[src/hw/rtl/assert_macros.svh]
// ----------------------------------------------------------------------------
// assert_macros.svh
// shared concurrent assertion macros, clocked on clk and disabled in reset
// ----------------------------------------------------------------------------
`ifndef ASSERT_MACROS_SVH
`define ASSERT_MACROS_SVH

// same-cycle implication
`define NLU_ASSERT_NOW(label, ante, cons) \
	label: assert property (@(posedge clk) disable iff (!arst_n) (ante) |-> (cons)) \
		else $error("assertion failed");

// next-cycle implication
`define NLU_ASSERT_NEXT(label, ante, cons) \
	label: assert property (@(posedge clk) disable iff (!arst_n) (ante) |=> (cons)) \
		else $error("assertion failed");

`endif

[src/hw/rtl/nlu_pkg.sv]
// ----------------------------------------------------------------------------
// nlu_pkg
// types and constants shared by the numeric literal converter
// ----------------------------------------------------------------------------
package nlu_pkg;

	// base codes carried with each character
	localparam logic [1:0] ACT_BIN = 2'd0;
	localparam logic [1:0] ACT_DEC = 2'd1;
	localparam logic [1:0] ACT_HEX = 2'd2;

	// separators that are skipped in every base
	localparam logic [7:0] CHAR_UNDERSCORE = 8'h5F;
	localparam logic [7:0] CHAR_BACKTICK   = 8'h60;
	localparam logic [7:0] CHAR_ZERO       = 8'h30;
	localparam logic [7:0] CHAR_NINE       = 8'h39;
	localparam logic [7:0] CHAR_LC_A       = 8'h61;
	localparam logic [7:0] CHAR_LC_F       = 8'h66;
	localparam logic [7:0] CHAR_UC_A       = 8'h41;
	localparam logic [7:0] CHAR_UC_F       = 8'h46;

	// digit limits for binary and hex
	localparam logic [6:0] BIN_LIMIT = 7'd64;
	localparam logic [6:0] HEX_LIMIT = 7'd16;

	// largest accumulator that can still be multiplied by ten
	localparam logic [63:0] DEC_MUL_MAX = 64'h1999_9999_9999_9999;

	typedef struct packed {
		logic [7:0] char_code;
		logic [1:0] action;
		logic       last_char;
	} char_item_t;

	typedef struct packed {
		logic [63:0] value;
		logic        overflow;
	} res_item_t;

	typedef struct packed {
		logic [63:0] accumulator;
		logic [6:0]  digit_count;
		logic        seen_nonzero;
		logic        overflowed;
	} conv_state_t;

endpackage

[src/hw/rtl/nlu_step.sv]
// ----------------------------------------------------------------------------
// nlu_step
// one-character update of the conversion state and the result it would give
// ----------------------------------------------------------------------------
module nlu_step (
	input  nlu_pkg::char_item_t  item,
	input  nlu_pkg::conv_state_t cur,
	output nlu_pkg::conv_state_t nxt,
	output nlu_pkg::res_item_t   res
);

	logic        is_sep;
	logic [7:0]  c;
	logic        is_digit;
	logic        is_lower;
	logic        is_upper;
	logic [3:0]  hex_nib;
	logic [63:0] times_ten;
	logic [64:0] dec_sum;

	assign c        = item.char_code;
	assign is_sep   = (c == nlu_pkg::CHAR_UNDERSCORE) || (c == nlu_pkg::CHAR_BACKTICK);
	assign is_digit = (c >= nlu_pkg::CHAR_ZERO) && (c <= nlu_pkg::CHAR_NINE);
	assign is_lower = (c >= nlu_pkg::CHAR_LC_A) && (c <= nlu_pkg::CHAR_LC_F);
	assign is_upper = (c >= nlu_pkg::CHAR_UC_A) && (c <= nlu_pkg::CHAR_UC_F);
	// letters a-f / A-F have low nibble 1..6, add 9 for 10..15
	assign hex_nib  = is_digit ? c[3:0] : (c[3:0] + 4'd9);

	// acc*10 as acc*8 + acc*2, only used when acc fits
	assign times_ten = {cur.accumulator[60:0], 3'b000} + {cur.accumulator[62:0], 1'b0};
	assign dec_sum   = {1'b0, times_ten} + {61'd0, c[3:0]};

	always_comb begin
		nxt = cur;
		if (!cur.overflowed && !is_sep) begin
			unique case (item.action)
				nlu_pkg::ACT_BIN: begin
					if (cur.digit_count >= nlu_pkg::BIN_LIMIT) begin
						nxt.overflowed = 1'b1;
					end else begin
						nxt.digit_count = cur.digit_count + 7'd1;
						nxt.accumulator = {cur.accumulator[62:0], c[0]};
					end
				end
				nlu_pkg::ACT_DEC: begin
					// leading zeros are dropped
					if (!(c == nlu_pkg::CHAR_ZERO && !cur.seen_nonzero)) begin
						nxt.seen_nonzero = 1'b1;
						if (cur.accumulator > nlu_pkg::DEC_MUL_MAX) begin
							nxt.overflowed = 1'b1;
						end else begin
							nxt.accumulator = dec_sum[63:0];
							nxt.overflowed  = dec_sum[64];
						end
					end
				end
				nlu_pkg::ACT_HEX: begin
					if (cur.digit_count >= nlu_pkg::HEX_LIMIT) begin
						nxt.overflowed = 1'b1;
					end else begin
						nxt.digit_count = cur.digit_count + 7'd1;
						// non-hex characters count but leave the value alone
						if (is_digit || is_lower || is_upper) begin
							nxt.accumulator = {cur.accumulator[59:0], hex_nib};
						end
					end
				end
				default: begin
					nxt = cur;
				end
			endcase
		end
	end

	assign res.value    = nxt.overflowed ? 64'd0 : nxt.accumulator;
	assign res.overflow = nxt.overflowed;

endmodule

[src/hw/rtl/numeric_literal_to_u64_unit.sv]
// ----------------------------------------------------------------------------
// numeric_literal_to_u64_unit
// path: a last item goes from the input register to the result register
// throughput: one item per cycle unless a last item waits on the result slot
// reset: arst_n clears the conversion state and all valid flags at once
// converts a binary, decimal or hex literal, one character per item, to u64
// ----------------------------------------------------------------------------
`include "assert_macros.svh"

module numeric_literal_to_u64_unit (
	input  logic                clk,
	input  logic                arst_n,
	// character items
	input  logic                char_valid,
	output logic                char_stall,
	input  nlu_pkg::char_item_t char_data,
	// result items
	output logic                res_valid,
	input  logic                res_stall,
	output nlu_pkg::res_item_t  res_data
);

	// input register
	logic                 valid_s1;
	nlu_pkg::char_item_t  item_s1;

	// conversion state, shared across the characters of one literal
	nlu_pkg::conv_state_t state_q;
	nlu_pkg::conv_state_t state_nxt;
	nlu_pkg::res_item_t   res_nxt;

	// result register
	logic                 res_valid_q;
	nlu_pkg::res_item_t   res_q;

	logic                 res_free;
	logic                 s1_go;
	logic                 char_take;

	// combinational step on the registered character
	nlu_step u_step (
		.item (item_s1),
		.cur  (state_q),
		.nxt  (state_nxt),
		.res  (res_nxt)
	);

	// result slot is free when empty or being drained this cycle
	assign res_free  = !res_valid_q || !res_stall;
	// a non-last character never waits; a last one needs the result slot
	assign s1_go     = valid_s1 && (!item_s1.last_char || res_free);
	assign char_stall = valid_s1 && !s1_go;
	assign char_take = char_valid && !char_stall;

	// input register: reload whenever the held item moves on
	always_ff @(posedge clk or negedge arst_n) begin
		if (!arst_n) begin
			valid_s1 <= 1'b0;
		end else if (char_take) begin
			valid_s1 <= 1'b1;
		end else if (s1_go) begin
			valid_s1 <= 1'b0;
		end
	end

	always_ff @(posedge clk) begin
		if (char_take) begin
			item_s1 <= char_data;
		end
	end

	// state update, cleared after the last character of a literal
	always_ff @(posedge clk or negedge arst_n) begin
		if (!arst_n) begin
			state_q <= '0;
		end else if (s1_go) begin
			state_q <= item_s1.last_char ? '0 : state_nxt;
		end
	end

	// result register
	always_ff @(posedge clk or negedge arst_n) begin
		if (!arst_n) begin
			res_valid_q <= 1'b0;
		end else if (s1_go && item_s1.last_char) begin
			res_valid_q <= 1'b1;
		end else if (!res_stall) begin
			res_valid_q <= 1'b0;
		end
	end

	always_ff @(posedge clk) begin
		if (s1_go && item_s1.last_char) begin
			res_q <= res_nxt;
		end
	end

	assign res_valid = res_valid_q;
	assign res_data  = res_q;

	// state is back to empty right after a literal ends
	`NLU_ASSERT_NEXT(a_clear_after_last, s1_go && item_s1.last_char, state_q == '0)
	// an overflowed result always carries a zero value
	`NLU_ASSERT_NOW(a_ovf_zero, res_valid_q && res_q.overflow, res_q.value == 64'd0)
	// digit count never passes the binary limit
	`NLU_ASSERT_NOW(a_count_range, 1'b1, state_q.digit_count <= nlu_pkg::BIN_LIMIT)
	// input only stalls behind a last character waiting on a full result slot
	`NLU_ASSERT_NOW(a_stall_cause, char_stall,
		valid_s1 && item_s1.last_char && res_valid_q && res_stall)

endmodule

[config.mk]
export PLATFORM = sky130hd
export DESIGN_NAME = numeric_literal_to_u64_unit
export DESIGN_NICKNAME = d
export VERILOG_FILES = /design/src/hw/rtl/nlu_pkg.sv /design/src/hw/rtl/nlu_step.sv /design/src/hw/rtl/numeric_literal_to_u64_unit.sv
export VERILOG_INCLUDE_DIRS = /design/src /design/src/hw/rtl
export SDC_FILE = /design/constraint.sdc
export NUM_CORES = 1
export LEC_CHECK = 0
export ABC_AREA = 0
export BUFFER_PORTS_ARGS = -buffer_cell sky130_fd_sc_hd__buf_2
export CAP_MARGIN = 20
export CORE_MARGIN = 1
export CORE_UTILIZATION = 30
export DETAILED_ROUTE_END_ITERATION = 12
export PLACE_DENSITY = 0.51
export SLEW_MARGIN = 20
export SYNTH_ARGS = -nofsm -noshare
export SYNTH_HDL_FRONTEND = slang
export SYNTH_SLANG_ARGS = --single-unit
[constraint.sdc]
create_clock -name clk -period 6.1 [get_ports clk]
set_input_delay 0.915 -clock clk [delete_from_list [all_inputs] [get_ports clk]]
set_output_delay 0.915 -clock clk [all_outputs]
set_load 0.05 [all_outputs]
# Word level (Yosys, flattened, before mapping)
# Cells that the tools add are included.
# word_totals
word_cells,82
regBits,151
inputBits,15
output_inout_bits,67
# op_classes
n_addsub,4
muxes,20
order_cmp,9
n_eq_ne,9
reduce_logical,29
# op_table
op,count
$mux W64,3
$pmux W64 S3,1
$mux W73,2
$mux W71,2
$add A64 B4 Y65,1
$add A64 B64 Y64,1
$gt A64 B61 Y1 const B,1
$eq A8 B7 Y1 const B,2
$ge A8 B7 Y1 const B,2
$le A8 B7 Y1 const B,2
$pmux W7 S2,1
$logic_and A1 B1 Y1,9
$eq A8 B6 Y1 const B,1
$ge A8 B6 Y1 const B,1
$le A8 B6 Y1 const B,1
$logic_not A1 Y1,8
$mux W1,8
$add A7 B1 Y7 const B,1
$ge A7 B5 Y1 const B,1
$ge A7 B7 Y1 const B,1
$ne A3 B3 Y1 const B,2
$reduce_bool A2 Y1,3
$logic_or A1 B1 Y1,5
$reduce_and A5 Y1,1
other kinds (11),11

# Longest topological paths before layout
# depth
depth_word,9
mapped_depth,17
ltp_nobuf,14

# Modules after synthesis
# From an unflattened synthesis, not the netlist that was laid out.
# unflattened
cells_unflattened,2124
hier_area_um2,16983.8
# by_module_without_submodules
module,area_each_um2,seq_area_each_um2,instances,cells_each
nlu_step,10694.0,0.0,1,1626
numeric_literal_to_u64_unit,6289.8,4159.0,1,498

# Least setup slack after synthesis
# No wires, ideal clock.
# synth_timing
path_type,register -> register
startpoint,register state_q[9] (netlist bit)
endpoint,register res_q (netlist bit res_data[64]) (data pin)
path_stages_with_launch,16
path_slack_ns,1.770
required_ns,5.845
synth_period_minus_slack_ns,4.330
arrival_time_ns,4.075
n_path_buf,1
path_cell_list,dfrtp_1 ha_1 fa_1 a211oi_2 nor4_1 a211oi_2 xnor2_1 and4bb_1 nand2_1 or3_1 clkbuf_1 nor4_4 nor4b_4 a41oi_1 or4_1 and3_1
# synth_via
elab_chain_len,6
word_cells_on_any_way,10
# synth_lines
item,line,rtl
start: declaration,numeric_literal_to_u64_unit.sv:28,nlu_pkg::conv_state_t state_q;
start signal: assignment,numeric_literal_to_u64_unit.sv:77,state_q <= item_s1.last_char ? '0 : state_nxt;
$add A64 B64 Y64,nlu_step.sv:30,"assign times_ten = {cur.accumulator[60:0], 3'b000} + {cur.accumulator[62:0], 1'b0};"
$add A64 B4 Y65,nlu_step.sv:31,"assign dec_sum = {1'b0, times_ten} + {61'd0, c[3:0]};"
$mux W64 / $mux W1 (equally long branches),nlu_step.sv:49,if (cur.accumulator > nlu_pkg::DEC_MUL_MAX) begin
$mux W64 / $mux W2 (equally long branches),nlu_step.sv:47,if (!(c == nlu_pkg::CHAR_ZERO && !cur.seen_nonzero)) begin
$pmux W64 S3 / $pmux W1 S3 (equally long branches),nlu_step.sv:36,unique case (item.action)
$mux W73 (*),nlu_step.sv:35,if (!cur.overflowed && !is_sep) begin
end signal: assignment,numeric_literal_to_u64_unit.sv:94,res_q <= res_nxt;
end: declaration,numeric_literal_to_u64_unit.sv:34,nlu_pkg::res_item_t res_q;
# Every way passes the cells marked *; elsewhere a longest branch is shown, timed or not. The select of a mux whose other input is x is not followed.
# A chain may end at the register's enable or synchronous reset.

# Worst setup path in the final report
# layout_timing
startpoint,register state_q[15] (netlist bit)
endpoint,register res_q (netlist bit res_data[58]) (data pin)
# Same word-level chain as after synthesis.

==> results.tsv <==
stage	metric	value	unit
outcome	status	completed	
clocking	h-tree-depth	4	
placement	portBuffers	81	
clocking	cts_tree	built	
yosys	yosysWarningCount	0	
layout	stdcell_count	2675	
layout	nFillCells	5459	
power_and_ir_drop	leakage	6.22	nW
yosys	postSynthCellCount	1985	
global_routing	grt_pass1_vias	15300	
timing	final_hold_viol_count	0	
route	wl_per_cell	23.6	um
route	drcViolationCount	0	
power_and_ir_drop	combPwrFrac	0.542	
power_and_ir_drop	powerDensity	333	nW/um^2
route	drt_iter0_markers	1718	
route	routed_wl	63000	um
yosys	yosysTopAreaCell	edfxtp_1	
yosys	synth-seq-cells	151	
global_routing	antenna_found_initial	2	
clocking	clock_path_buffers	2	
layout	drive_gt1_frac	0.103	
layout	antenna_cells	0	
yosys	yosysMostFrequentCell	nor2_1	
yosys	synth.area.top_cells	edfxtp_1 15%, dfrtp_1 12%, mux2i_1 6.4%	
route	vias_per_cell	6.07	
power_and_ir_drop	p_sw_frac	0.504	
flow_run	max-cap-violations	0	
route	firstDrtPassIters	6	
setup_path	cp-startpoint	state_q[15]$_DFFE_PN0P_	
timing	slew_headroom	0.274	
yosys	synth_edf_count	76	
timing	timing.fmax	0.174	GHz
setup_path	crit_arrival	5920	ps
placement	preCtsSetupSlack	516	ps
floorplan	core	51400	sq um
setup_path	critPathKind	flip-flop to flip-flop	
floorplan	start_util	0.304	
power_and_ir_drop	p_int	2.84	mW
global_routing	grtUsageTotal	0.233	
worst_hold_path	worst_hold_path_type	input pin to asynchronous set/reset pin	
yosys	synth_common_cells	219 x nor2_1, 188 x nand2_1, 164 x a21oi_1	
timing	skew	19.0	ps
timing	fin_crit_sh	0.940	
clocking	root_buffer	clkbuf_16	
timing	finalSetupViolCount	0	
yosys	synth_fp_nets	2070	
timing	tns	0	ps
timing	tightestPinTransition	1080	ps
power_and_ir_drop	total_power	5.72	mW
floorplan	row_count	83	
yosys	synth-async-reset-ratio	0.497	
layout	multi_input_area	10800	sq um
setup_path	start_kind	flip-flop	
power_and_ir_drop	vdd_drop_max	0.000185	V
floorplan	die-height	230	um
clocking	clock_sinks	151	
clocking	clk_latency	460	ps
yosys	synth_top_area_share	0.146	
setup_path	worst_ep_required_time	6290	ps
setup_path	crit_fanout	16	
floorplan	pin_count	82	
clocking	clk_pin_slew	70	ps
power_and_ir_drop	seq_power_share	0.276	
yosys	yosysSeqAreaShare	0.266	
placement	dp.final_hpwl	47300	um
layout	fin_nets	2067	
global_routing	overflow	0	
setup_path	worstReg2RegStart	state_q[15]$_DFFE_PN0P_	
placement	dp.cells	2643	
yosys	yosysUniqueCellTypes	89	
timing	fin_crit	5730	ps
timing	layout_setup_ws	369	ps
timing	report.final.slew_viol_count	0	
global_routing	grt_start_max_net_pins	74	
timing	grt_setup_unrepaired	no	
power_and_ir_drop	power_frac_clock	0.182	
yosys	synth_area	15600	sq um
floorplan	dieArea	52900	sq um
floorplan	die_w	230	um
layout	register_area	4160	sq um
clocking	post_cts.repair.setup_buffers	0	
route	via_count	16200	
power_and_ir_drop	p_switching	2.88	mW
route	postRouteAntennaNets	0	
yosys	synthFlopType	edfxtp_1	
placement	gp_congestion	0.998	
clocking	numCtsBuffers	17	
clocking	cts-resized-gates	0	
clocking	holdBufCountCts	0	
layout	syn_to_final_growth	10.1	%
global_routing	grt_pass1_wl	94900	um
yosys	syn_area_per_cell	7.86	sq um
setup_path	endpoint_kind	flip-flop	
==> logic make-up after synthesis <==
kind of cell / share of synthesized area
mux: 0.0656
xor+xnor: 0.0505
flops: 0.266
compound gates: 0.280
simple gates: 0.235
fa+ha+maj: 0.0571
buf+inv: 0.0457
==> layout make-up <==
cell class | count | area share
multi-input combinational | 1655 | 0.626
sequential | 151 | 0.242
inverter | 33 | 0.00721
timing repair buffer | 124 | 0.0433
clock inverter | 14 | 0.00590
clock buffer | 18 | 0.0256
tap | 680 | 0.0495
==> worst max-delay path: stages, from the launching register on <==
cell and delay (ps):
dfrtp_1 520, ha_1 450, a21oi_4 350, o211ai_1 390, a221oi_1 530, nand4_1 200, nor3_1 500, nand3_1 230
nor4_2 650, nand4_1 420, nor2_1 270, a31o_2 540, buf_4 240, nor2_1 60, o31a_1 110
==> flip-flops by register name, indices dropped and copies added (netlist names) <==
signal	count
state_q	73
valid_s1	1
res_data	65
item_s1	11
res_valid	1
==> per-layer routing <==
layer / wire (um) / part of all wire / global-route usage / vias up
met3: 3520 / 0.056 / 0.0348 / 129
li1: - / - / - / 7517
met5: 27 / 0.00043 / 0 / -
met2: 29400 / 0.47 / 0.385 / 622
met4: 2520 / 0.040 / 0.102 / 4
met1: 27600 / 0.44 / 0.300 / 7976
==> power by group through the flow <==
stage          clock network [mW]  registers (mW)  logic [mW]
6_report                     1.04            1.58        3.10
3_3_place_gp                    0            1.58        3.02
5_1_grt                      1.09            1.59        3.36
3_5_place_dp                    0            1.59        3.05
4_1_cts                      1.06            1.57        3.06
2_1_floorplan                   0            1.66        2.03
==> metrics by stage <==
stage	cell area, sq um	util	hold WS (ps)
5_1_grt	17200	0.334	479
3_3_place_gp	16600	0.324	485
2_1_floorplan	15600	-	467
4_1_cts	17200	0.334	445
3_5_place_dp	16600	0.324	500
6_report	17200	0.334	458
==> worst paths after layout <==
kind	end	slack, ps	cells past startpoint
worst max register to register	res_data[58]$_SDFFCE_PP0P_	370	14
worst max-delay path	res_data[58]$_SDFFCE_PP0P_	370	14
worst min-delay path	state_q[12]$_DFFE_PN0P_	460	1
worst min register to register	state_q[1]$_DFFE_PN0P_	510	2
max in group asynchronous	state_q[8]$_DFFE_PN0P_	4570	2
min in group clk	state_q[1]$_DFFE_PN0P_	510	2
==> cell usage in the layout, fill, tap and decap left out, types with 14 or more instances in the layout <==
cell	instances
nand3_1	43
buf_4	43
o221ai_1	33
and3_1	14
o31ai_1	17
nand4_1	58
inv_1	32
buf_2	80
xnor2_1	54
o21ai_0	133
edfxtp_1	76
a211oi_1	19
a21oi_1	164
nand2_1	187
xor2_1	36
o211ai_1	24
a21o_1	32
dfrtp_1	74
o22ai_1	36
nor3_1	47
nor2b_1	39
nor4_1	20
a22o_1	26
o21a_1	15
clkbuf_16	17
nor2_1	218
a31oi_1	20
mux2i_1	100
ha_1	68
(Power assumes the default switching activity.)
